### src/rtl/mdv_pkg.sv
// shared types and constants for the motion direction vote core
// field widths, direction and register codes, controller/datapath command and status
// no dependencies
package mdv_pkg;

   localparam int MAX_PIXELS  = 4096;
   localparam int ANGLE_W     = 9;
   localparam int ROW_W       = 10;
   localparam int THRESH_W    = 16;
   localparam int VOTE_W      = 16;
   localparam int DIR_W       = 2;
   localparam int ANGLE_MAX   = (1 << ANGLE_W) - 1;
   localparam int CNT_W       = $clog2(MAX_PIXELS + 1);
   localparam int SUM_W       = $clog2(MAX_PIXELS * ANGLE_MAX + 1);
   // quotient never exceeds the largest angle
   localparam int QUOT_W      = ANGLE_W;
   localparam int STEP_W      = $clog2(QUOT_W);
   localparam int TRIAL_W     = CNT_W + QUOT_W - 1;

   localparam int CSR_IDX_W   = 1;
   localparam int CSR_DATA_W  = 16;

   localparam int REQ_FIELD_W = ANGLE_W + ROW_W;
   localparam int REQ_DATA_W  = ((REQ_FIELD_W + 7) / 8) * 8;
   localparam int RSP_FIELD_W = ANGLE_W + DIR_W + 1 + VOTE_W + VOTE_W;
   localparam int RSP_DATA_W  = ((RSP_FIELD_W + 7) / 8) * 8;

   localparam logic [ANGLE_W-1:0]  ANG_FOLD_LO   = ANGLE_W'(271);
   localparam logic [ANGLE_W-1:0]  ANG_FULL      = ANGLE_W'(360);
   localparam logic [QUOT_W-1:0]   AVG_HOLD_LO   = QUOT_W'(90);
   localparam logic [QUOT_W-1:0]   AVG_HOLD_HI   = QUOT_W'(91);
   localparam logic [QUOT_W-1:0]   AVG_MAX       = QUOT_W'(270);
   localparam logic [ROW_W-1:0]    FIRST_ROW_RST = ROW_W'(15);
   localparam logic [THRESH_W-1:0] THRESH_RST    = THRESH_W'(50);
   localparam logic [VOTE_W-1:0]   VOTE_SAT      = {VOTE_W{1'b1}};
   localparam logic [STEP_W-1:0]   DIV_TOP_STEP  = STEP_W'(QUOT_W - 1);

   typedef enum logic [DIR_W-1:0] {
      DIR_NONE  = 2'd0,
      DIR_RIGHT = 2'd1,
      DIR_LEFT  = 2'd2
   } dir_type;

   typedef enum logic [CSR_IDX_W-1:0] {
      CSR_FIRST_ROW = 1'b0,
      CSR_THRESHOLD = 1'b1
   } csr_idx_type;

   typedef struct packed {
      logic              pix_en;    // pixel beat accepted
      logic              div_step;  // one quotient bit
      logic [STEP_W-1:0] shift;     // weight of that bit
      logic              finish;    // classify and load result
   } mdv_cmd_type;

   typedef struct packed {
      logic out_busy;               // result register cannot take a new beat
   } mdv_status_type;

endpackage

### src/rtl/motion_direction_vote_core.sv
// channel   dir  handshake              payload
// req_      in   req_tvalid/req_tready  tdata: angle[8:0] row[18:9]; tlast: frame_end
// rsp_      out  rsp_tvalid/rsp_tready  tdata: average_angle, direction, confirmed_right,
//                                       right_votes, left_votes
// csr_      in   csr_valid/csr_ready    index 0 first_row, 1 confirm_threshold
//
// pixels are taken one per cycle while intake is open; a frame-end pixel closes intake
// for the bit-serial divide and the result load, and intake reopens after the load
// the load waits while the result register still holds an untaken beat
// reset is synchronous; no clearing pass, intake opens the cycle after reset
// configuration writes are always taken
// top level of the motion direction vote core, joins mdv_ctrl and mdv_datapath
// depends on mdv_pkg, mdv_ctrl, mdv_datapath
module motion_direction_vote_core (
   input  logic                              clock,
   input  logic                              reset,
   input  logic                              req_tvalid,
   output logic                              req_tready,
   input  logic [mdv_pkg::REQ_DATA_W-1:0]    req_tdata,   // angle, row, zero pad
   input  logic                              req_tlast,   // frame_end
   output logic                              rsp_tvalid,
   input  logic                              rsp_tready,
   // average_angle, direction, confirmed_right, right_votes, left_votes, zero pad
   output logic [mdv_pkg::RSP_DATA_W-1:0]    rsp_tdata,
   input  logic                              csr_valid,
   output logic                              csr_ready,
   input  logic [mdv_pkg::CSR_IDX_W-1:0]     csr_index,
   input  logic [mdv_pkg::CSR_DATA_W-1:0]    csr_data
);
   import mdv_pkg::*;

   mdv_cmd_type    cmd;
   mdv_status_type status;
   logic [ANGLE_W-1:0] angle;
   logic [ROW_W-1:0]   row;

   assign angle     = req_tdata[ANGLE_W-1:0];
   assign row       = req_tdata[ANGLE_W+ROW_W-1:ANGLE_W];
   assign csr_ready = 1'b1;

   mdv_ctrl u_ctrl (
      .clock      (clock),
      .reset      (reset),
      .req_tvalid (req_tvalid),
      .req_tready (req_tready),
      .req_tlast  (req_tlast),
      .status     (status),
      .cmd        (cmd)
   );

   mdv_datapath u_datapath (
      .clock      (clock),
      .reset      (reset),
      .cmd        (cmd),
      .status     (status),
      .angle      (angle),
      .row        (row),
      .csr_valid  (csr_valid & csr_ready),
      .csr_index  (csr_index),
      .csr_data   (csr_data),
      .rsp_tvalid (rsp_tvalid),
      .rsp_tready (rsp_tready),
      .rsp_tdata  (rsp_tdata)
   );

endmodule

### src/rtl/mdv_ctrl.sv
// controller for the motion direction vote core
// sequences pixel intake, the bit-serial divide and the result load
// depends on mdv_pkg
module mdv_ctrl (
   input  logic                    clock,
   input  logic                    reset,
   input  logic                    req_tvalid,
   output logic                    req_tready,
   input  logic                    req_tlast,
   input  mdv_pkg::mdv_status_type status,
   output mdv_pkg::mdv_cmd_type    cmd
);
   import mdv_pkg::*;

   typedef enum logic [2:0] {
      ST_IDLE = 3'b001,
      ST_DIV  = 3'b010,
      ST_DONE = 3'b100
   } state_type;

   state_type         state_ff, state_in;
   logic [STEP_W-1:0] step_ff, step_in;
   logic              accept;

   assign req_tready = (state_ff == ST_IDLE);
   assign accept     = req_tvalid & req_tready;

   always_comb begin
      state_in     = state_ff;
      step_in      = step_ff;
      cmd.pix_en   = 1'b0;
      cmd.div_step = 1'b0;
      cmd.shift    = step_ff;
      cmd.finish   = 1'b0;
      unique case (state_ff)
         ST_IDLE: begin
            cmd.pix_en = accept;
            if (accept && req_tlast) begin
               state_in = ST_DIV;
               step_in  = DIV_TOP_STEP;
            end
         end
         ST_DIV: begin
            cmd.div_step = 1'b1;
            if (step_ff == '0) begin
               state_in = ST_DONE;
            end else begin
               step_in = step_ff - 1'b1;
            end
         end
         ST_DONE: begin
            if (!status.out_busy) begin
               cmd.finish = 1'b1;
               state_in   = ST_IDLE;
            end
         end
         default: begin
            state_in = ST_IDLE;
         end
      endcase
   end

   always_ff @(posedge clock) begin
      if (reset) begin
         state_ff <= ST_IDLE;
         step_ff  <= '0;
      end else begin
         state_ff <= state_in;
         step_ff  <= step_in;
      end
   end

`ifndef SYNTHESIS
   a_step_range: assert property (@(posedge clock) disable iff (reset)
      step_ff <= DIV_TOP_STEP)
      else $error("divide step out of range");

   a_div_follows_last: assert property (@(posedge clock) disable iff (reset)
      accept && req_tlast |=> state_ff == ST_DIV && step_ff == DIV_TOP_STEP)
      else $error("frame end did not start the divide");

   a_finish_frees: assert property (@(posedge clock) disable iff (reset)
      cmd.finish |=> req_tready)
      else $error("intake not reopened after result load");
`endif

endmodule

### src/rtl/mdv_datapath.sv
// datapath for the motion direction vote core
// angle accumulator, restoring divider on the sum, vote counters, result register
// depends on mdv_pkg
module mdv_datapath (
   input  logic                              clock,
   input  logic                              reset,
   input  mdv_pkg::mdv_cmd_type              cmd,
   output mdv_pkg::mdv_status_type           status,
   input  logic [mdv_pkg::ANGLE_W-1:0]       angle,
   input  logic [mdv_pkg::ROW_W-1:0]         row,
   input  logic                              csr_valid,
   input  logic [mdv_pkg::CSR_IDX_W-1:0]     csr_index,
   input  logic [mdv_pkg::CSR_DATA_W-1:0]    csr_data,
   output logic                              rsp_tvalid,
   input  logic                              rsp_tready,
   output logic [mdv_pkg::RSP_DATA_W-1:0]    rsp_tdata
);
   import mdv_pkg::*;

   logic [ROW_W-1:0]    first_row_ff;
   logic [THRESH_W-1:0] thresh_ff;

   // sum doubles as the divider remainder after frame end
   logic [SUM_W-1:0]    sum_ff, sum_in;
   logic [CNT_W-1:0]    count_ff, count_in;
   logic [QUOT_W-1:0]   quot_ff, quot_in;

   dir_type             last_dir_ff, last_dir_in;
   logic [VOTE_W-1:0]   right_ff, right_in;
   logic [VOTE_W-1:0]   left_ff, left_in;
   logic                latched_ff, latched_in;

   logic                rsp_valid_ff, rsp_valid_in;
   logic [QUOT_W-1:0]   out_avg_ff;
   dir_type             out_dir_ff;
   logic                out_latched_ff;
   logic [VOTE_W-1:0]   out_right_ff;
   logic [VOTE_W-1:0]   out_left_ff;

   logic [ANGLE_W-1:0]  folded;
   logic                take_pixel;
   logic [TRIAL_W-1:0]  trial;
   logic [TRIAL_W-1:0]  rem_ext;
   logic                fits;
   logic [QUOT_W-1:0]   avg;
   logic                has_pixels;

   // configuration registers
   always_ff @(posedge clock) begin
      if (reset) begin
         first_row_ff <= FIRST_ROW_RST;
         thresh_ff    <= THRESH_RST;
      end else if (csr_valid) begin
         unique case (csr_idx_type'(csr_index))
            CSR_FIRST_ROW: first_row_ff <= csr_data[ROW_W-1:0];
            CSR_THRESHOLD: thresh_ff    <= csr_data[THRESH_W-1:0];
            default: ;
         endcase
      end
   end

   // pixel filter and fold
   assign folded = (angle >= ANG_FOLD_LO && angle <= ANG_FULL) ? ANG_FULL - angle : angle;
   assign take_pixel = (angle != '0) && (row >= first_row_ff)
                       && (count_ff < CNT_W'(MAX_PIXELS));

   // one restoring divide step per cycle, most significant quotient bit first
   assign trial   = TRIAL_W'(count_ff) << cmd.shift;
   assign rem_ext = TRIAL_W'(sum_ff);
   assign fits    = rem_ext >= trial;

   assign has_pixels = (count_ff != '0);
   assign avg        = has_pixels ? quot_ff : '0;

   always_comb begin
      sum_in      = sum_ff;
      count_in    = count_ff;
      quot_in     = quot_ff;
      last_dir_in = last_dir_ff;
      right_in    = right_ff;
      left_in     = left_ff;
      latched_in  = latched_ff;
      if (cmd.pix_en && take_pixel) begin
         sum_in   = sum_ff + SUM_W'(folded);
         count_in = count_ff + 1'b1;
      end
      if (cmd.div_step) begin
         quot_in = {quot_ff[QUOT_W-2:0], fits};
         if (fits) begin
            sum_in = SUM_W'(rem_ext - trial);
         end
      end
      if (cmd.finish) begin
         sum_in   = '0;
         count_in = '0;
         priority if (!has_pixels || avg == '0 || avg > AVG_MAX) begin
            last_dir_in = DIR_NONE;
         end else if (avg < AVG_HOLD_LO) begin
            last_dir_in = DIR_RIGHT;
            if (right_ff != VOTE_SAT) right_in = right_ff + 1'b1;
         end else if (avg > AVG_HOLD_HI) begin
            last_dir_in = DIR_LEFT;
            if (!latched_ff) begin
               right_in = '0;
            end else if (left_ff != VOTE_SAT) begin
               left_in = left_ff + 1'b1;
            end
         end else begin
            last_dir_in = last_dir_ff;
         end
         if (right_in > thresh_ff) latched_in = 1'b1;
      end
   end

   always_ff @(posedge clock) begin
      if (reset) begin
         sum_ff      <= '0;
         count_ff    <= '0;
         last_dir_ff <= DIR_NONE;
         right_ff    <= '0;
         left_ff     <= '0;
         latched_ff  <= 1'b0;
      end else begin
         sum_ff      <= sum_in;
         count_ff    <= count_in;
         last_dir_ff <= last_dir_in;
         right_ff    <= right_in;
         left_ff     <= left_in;
         latched_ff  <= latched_in;
      end
   end

   always_ff @(posedge clock) begin
      quot_ff <= quot_in;
   end

   // result register
   assign status.out_busy = rsp_valid_ff & ~rsp_tready;
   assign rsp_valid_in    = cmd.finish | (rsp_valid_ff & ~rsp_tready);

   always_ff @(posedge clock) begin
      if (reset) begin
         rsp_valid_ff <= 1'b0;
      end else begin
         rsp_valid_ff <= rsp_valid_in;
      end
   end

   always_ff @(posedge clock) begin
      if (cmd.finish) begin
         out_avg_ff     <= avg;
         out_dir_ff     <= last_dir_in;
         out_latched_ff <= latched_in;
         out_right_ff   <= right_in;
         out_left_ff    <= left_in;
      end
   end

   assign rsp_tvalid = rsp_valid_ff;
   assign rsp_tdata  = RSP_DATA_W'({out_left_ff, out_right_ff, out_latched_ff,
                                    out_dir_ff, out_avg_ff});

`ifndef SYNTHESIS
   a_count_bound: assert property (@(posedge clock) disable iff (reset)
      count_ff <= CNT_W'(MAX_PIXELS))
      else $error("pixel count past limit");

   a_latch_sticky: assert property (@(posedge clock) disable iff (reset)
      latched_ff |=> latched_ff)
      else $error("confirmed right flag dropped");

   a_left_needs_latch: assert property (@(posedge clock) disable iff (reset)
      left_ff != '0 |-> latched_ff)
      else $error("left votes counted before confirmation");

   a_finish_clears: assert property (@(posedge clock) disable iff (reset)
      cmd.finish |=> sum_ff == '0 && count_ff == '0)
      else $error("accumulators not cleared at frame end");

   a_dir_code: assert property (@(posedge clock) disable iff (reset)
      rsp_valid_ff |-> out_dir_ff != dir_type'(2'd3))
      else $error("bad direction code in result");
`endif

endmodule

### config.mk
export PLATFORM = sky130hd
export DESIGN_NAME = motion_direction_vote_core
export DESIGN_NICKNAME = d
export VERILOG_FILES = /design/src/rtl/mdv_pkg.sv /design/src/rtl/motion_direction_vote_core.sv /design/src/rtl/mdv_ctrl.sv /design/src/rtl/mdv_datapath.sv
export SDC_FILE = /design/constraint.sdc
export NUM_CORES = 1
export LEC_CHECK = 0
export BUFFER_PORTS_ARGS = -buffer_cell sky130_fd_sc_hd__buf_2
export CORE_AREA = 2 2 171 106
export CTS_CLUSTER_DIAMETER = 40
export DETAILED_ROUTE_END_ITERATION = 6
export DIE_AREA = 0 0 173 108
export PLACE_DENSITY = 0.84
export SYNTH_ARGS = -nofsm -noshare
export SYNTH_HDL_FRONTEND = slang
export SYNTH_SLANG_ARGS = --single-unit
### constraint.sdc
create_clock -name clock -period 5.54 [get_ports clock]
set_input_delay 0.277 -clock clock [delete_from_list [all_inputs] [get_ports clock]]
set_output_delay 0.277 -clock clock [all_outputs]
set_load 0.1 [all_outputs]
==> out/metrics.csv <==
metric;value;unit
Syn Inst Count;1126;
Synth cell types;87;
initial core utilization;59.3;%
Worst Max-Slew Pin Slew;1020;ps
sequential area share after synthesis;36.3;%
routed vias;8735;
Clock Tree Root;clkbuf_16;
syn avg cell area;8.93;µm²
cell count of the worst reg-to-reg path;13;
Highest Clock Rate;214;MHz
Setup WS pre-CTS;1040;ps
Ports;98;
R2R Setup Slk;870;ps
Post-Synth Adder-Cell Area;8.24;%
crit path DAT;5000;ps
core area;0.0169;mm²
routability-driven placement congestion ratio;0.928;
Min Hold Slack;82.3;ps
vias per cell;6.07;
mux contribution to synthesized area;4.04;%
final WL;24800;µm
largest net degree at the start of global routing;51;
CTS Hold Bufs;0;
XOR/XNOR Fraction of Synth Area;5.54;%
Setup Buffers After CTS;0;
initial antenna violation count;3;
Netlist Area Pre-Place;0.0101;mm²
status;finished, final reports clean;
crit path max fanout;20;
Yosys reg bits;156;
min-delay worst type;in2reg;
post-DP HPWL;18100;µm
Sw Pwr;1.28;mW
Pwr Density;321;mW/mm²
Antenna Nets Post-Route;0;
clock buffer depth;2;
crit path from;u_ctrl.step_ff[0];
Async S/R FF share, synth;0;%
Worst Skew;10.8;ps
Die ar.;0.0187;mm²
largest family of logic cells by synthesized area;simple AND/OR/NAND/NOR gates;
Seq pwr share;36.6;%
CTS tree;yes;
Synth Area in Simple Gates;22.3;%
Post-layout nets;1301;
final instance area;0.0111;mm²
Crit. End Element;register;
first-pass GRT wire length;40500;µm
FF-to-FF Start;u_ctrl.step_ff[0];
Die W;173;µm
DRC viols;0;
DIE HEIGHT;108;µm
Max Cap Viol;0;
R2R Path End;u_datapath.rem_ext[3];
final setup TNS;0;ps
CP startpoint kind;register;
period utilisation layout;84.3;%
max-slew violations;0;
Hold Fails Final Rpt;0;
GRT overflow;0;
worst setup path class;reg2reg;
CP endpoint;u_datapath.rem_ext[3];
GRT Total Usage;27.0;%
post-CTS sizing;0;
Buffers on Ports;87;
FP Rows;37;
total power;3.57;mW
number of enable flip-flop cells after synthesis;53;
Setup violations, final;0;
minimum clock period;4670;ps
Worst VDD drop;226;µV
WP data required;5870;ps
Synth Area in Compound Gates;18.4;%
Reg clk slew, reported paths;70;ps
layout cells sized above 1;15.0;%
Layout Cells excl Fill;1439;
Synth Warn #;0;
RSZ-0062 raised after global routing;no;
leakage power;4.46;nW
Cell Int Power;2.29;mW
area post-placement;0.0106;mm²
Synth Flop Type;dfxtp_1;
clock network power share;31.9;%
Slew headroom;32.0;%
switching share of power;35.9;%
H-tree lvl count;4;
Routed wire per std cell;17.3;µm
worst setup margin;872;ps
DR iter-0 viols;825;
Pre-Repair DR Iteration Count;5;
Area growth, synth to finish;10.7;%
final core occ;65.7;%
dpl cells;1404;
clock sinks;156;
vias in the first global route;7951;
Num CTS Buffers;17;
Gate power share;31.5;%
Clk Latency, worst-skew pair;430;ps
==> state kept, by name, indices dropped and copies added, names as in the netlist, 3 cells and up <==
register                 cells
u_datapath.left_ff          16
u_datapath.count_ff         13
u_datapath.right_ff         16
u_datapath.out_left_ff      16
u_ctrl.state_ff              3
u_datapath.rem_ext          21
u_datapath.out_avg_ff        9
u_ctrl.step_ff               4
u_datapath.out_right_ff     16
u_datapath.first_row_ff     10
u_datapath.quot_ff           9
u_datapath.thresh_ff        16
==> Yosys cell counts, types with 16 or more instances <==
cell / number / area share (%)
a211oi_1: 17 / 1.3
a21o_1: 16 / 1.2
a21oi_1: 90 / 4.5
a31oi_1: 37 / 2.3
and3_1: 28 / 1.7
clkbuf_1: 29 / 1.1
dfxtp_1: 103 / 21
edfxtp_1: 53 / 16
ha_1: 63 / 7.8
inv_1: 52 / 1.9
nand2_1: 129 / 4.8
nand2b_1: 17 / 1.1
nand3_1: 31 / 1.5
nor2_1: 79 / 2.9
nor2b_1: 36 / 2.2
o21ai_0: 47 / 2.3
xnor2_1: 29 / 2.5
xor2_1: 29 / 2.5
==> power groups by stage <==
stage | clock network (mW) | logic, mW | registers (mW)
after floorplan | 0 | 0.881 | 1.30
after global placement | 0 | 1.06 | 1.33
after detailed placement | 0 | 1.08 | 1.33
after CTS | 1.15 | 1.10 | 1.31
after global routing | 1.20 | 1.24 | 1.32
final | 1.14 | 1.13 | 1.31
==> cell families (layout without fill, tap and decap cells) <==
kind of cell	count (synthesis)	count (layout)
AND/OR/NAND/NOR	430	430
AO/OA/AOI/OAI	276	276
flip-flops	156	156
buffers and inverters	107	180
adder cells (fa/ha/maj)	65	65
XOR/XNOR	61	61
multiplexers	29	29
other	2	8
==> layer usage <==
metal	up-vias	track usage (%)	wire, µm
li1	4187	-	-
met1	4055	40.7	11700
met2	450	38.6	10200
met3	41	6.29	2590
met4	2	7.08	333
met5	-	0	10
==> cells in the final DEF (no fill, tap or decap), drive strengths merged, types with 7 or more instances in the layout <==
cell type  instances
nand3b             7
a211o             10
nand2b            18
o21a              12
mux4               7
nand4             18
edfxtp            53
dfxtp            103
nor2b             36
a21o              16
nand3             32
and2b              7
nor3              20
a211oi            17
and2              14
o21ai             47
mux2i             11
nor4              11
and3              28
nand2            129
ha                63
xor2              29
mux2              11
a21oi             91
a31oi             42
clkbuf            18
xnor2             32
inv               60
buf               96
nor2              81
==> worst max-delay path, cell delays in order, from the launching register on <==
cell and delay (ps):
dfxtp_1 860, mux4_1 680, mux2_2 320, a32oi_1 160
ha_1 340, a211o_1 290, a21oi_1 220, nand3_1 120
a21oi_1 360, o21ai_0 220, nand2_1 390, buf_4 320
nor2_1 80, a211oi_1 220
==> worst min-delay path by stage <==
stage / from / endpoint / cells after the start
6_report: csr_data[10] / u_datapath.thresh_ff[10] / 3
5_1_grt: csr_data[2] / u_datapath.first_row_ff[2] / 2
4_1_cts: csr_data[10] / u_datapath.thresh_ff[10] / 3
3_5_place_dp: u_datapath.thresh_ff[9] / u_datapath.thresh_ff[9] / 2
3_3_place_gp: u_datapath.thresh_ff[12] / u_datapath.thresh_ff[12] / 2
2_1_floorplan: csr_data[1] / u_datapath.first_row_ff[1] / 1
==> final cells by class <==
type                            instances  area (µm²)
Antenna cell                            3        7.51
Clock buffer                           18         450
Clock inverter                         14         123
Fill cell                            1336        5810
Inverter                               52         195
Multi-Input combinational cell        866        5910
Sequential cell                       156        3650
Tap cell                              234         293
Timing Repair Buffer                   96         503
(Power assumes the default switching activity.)
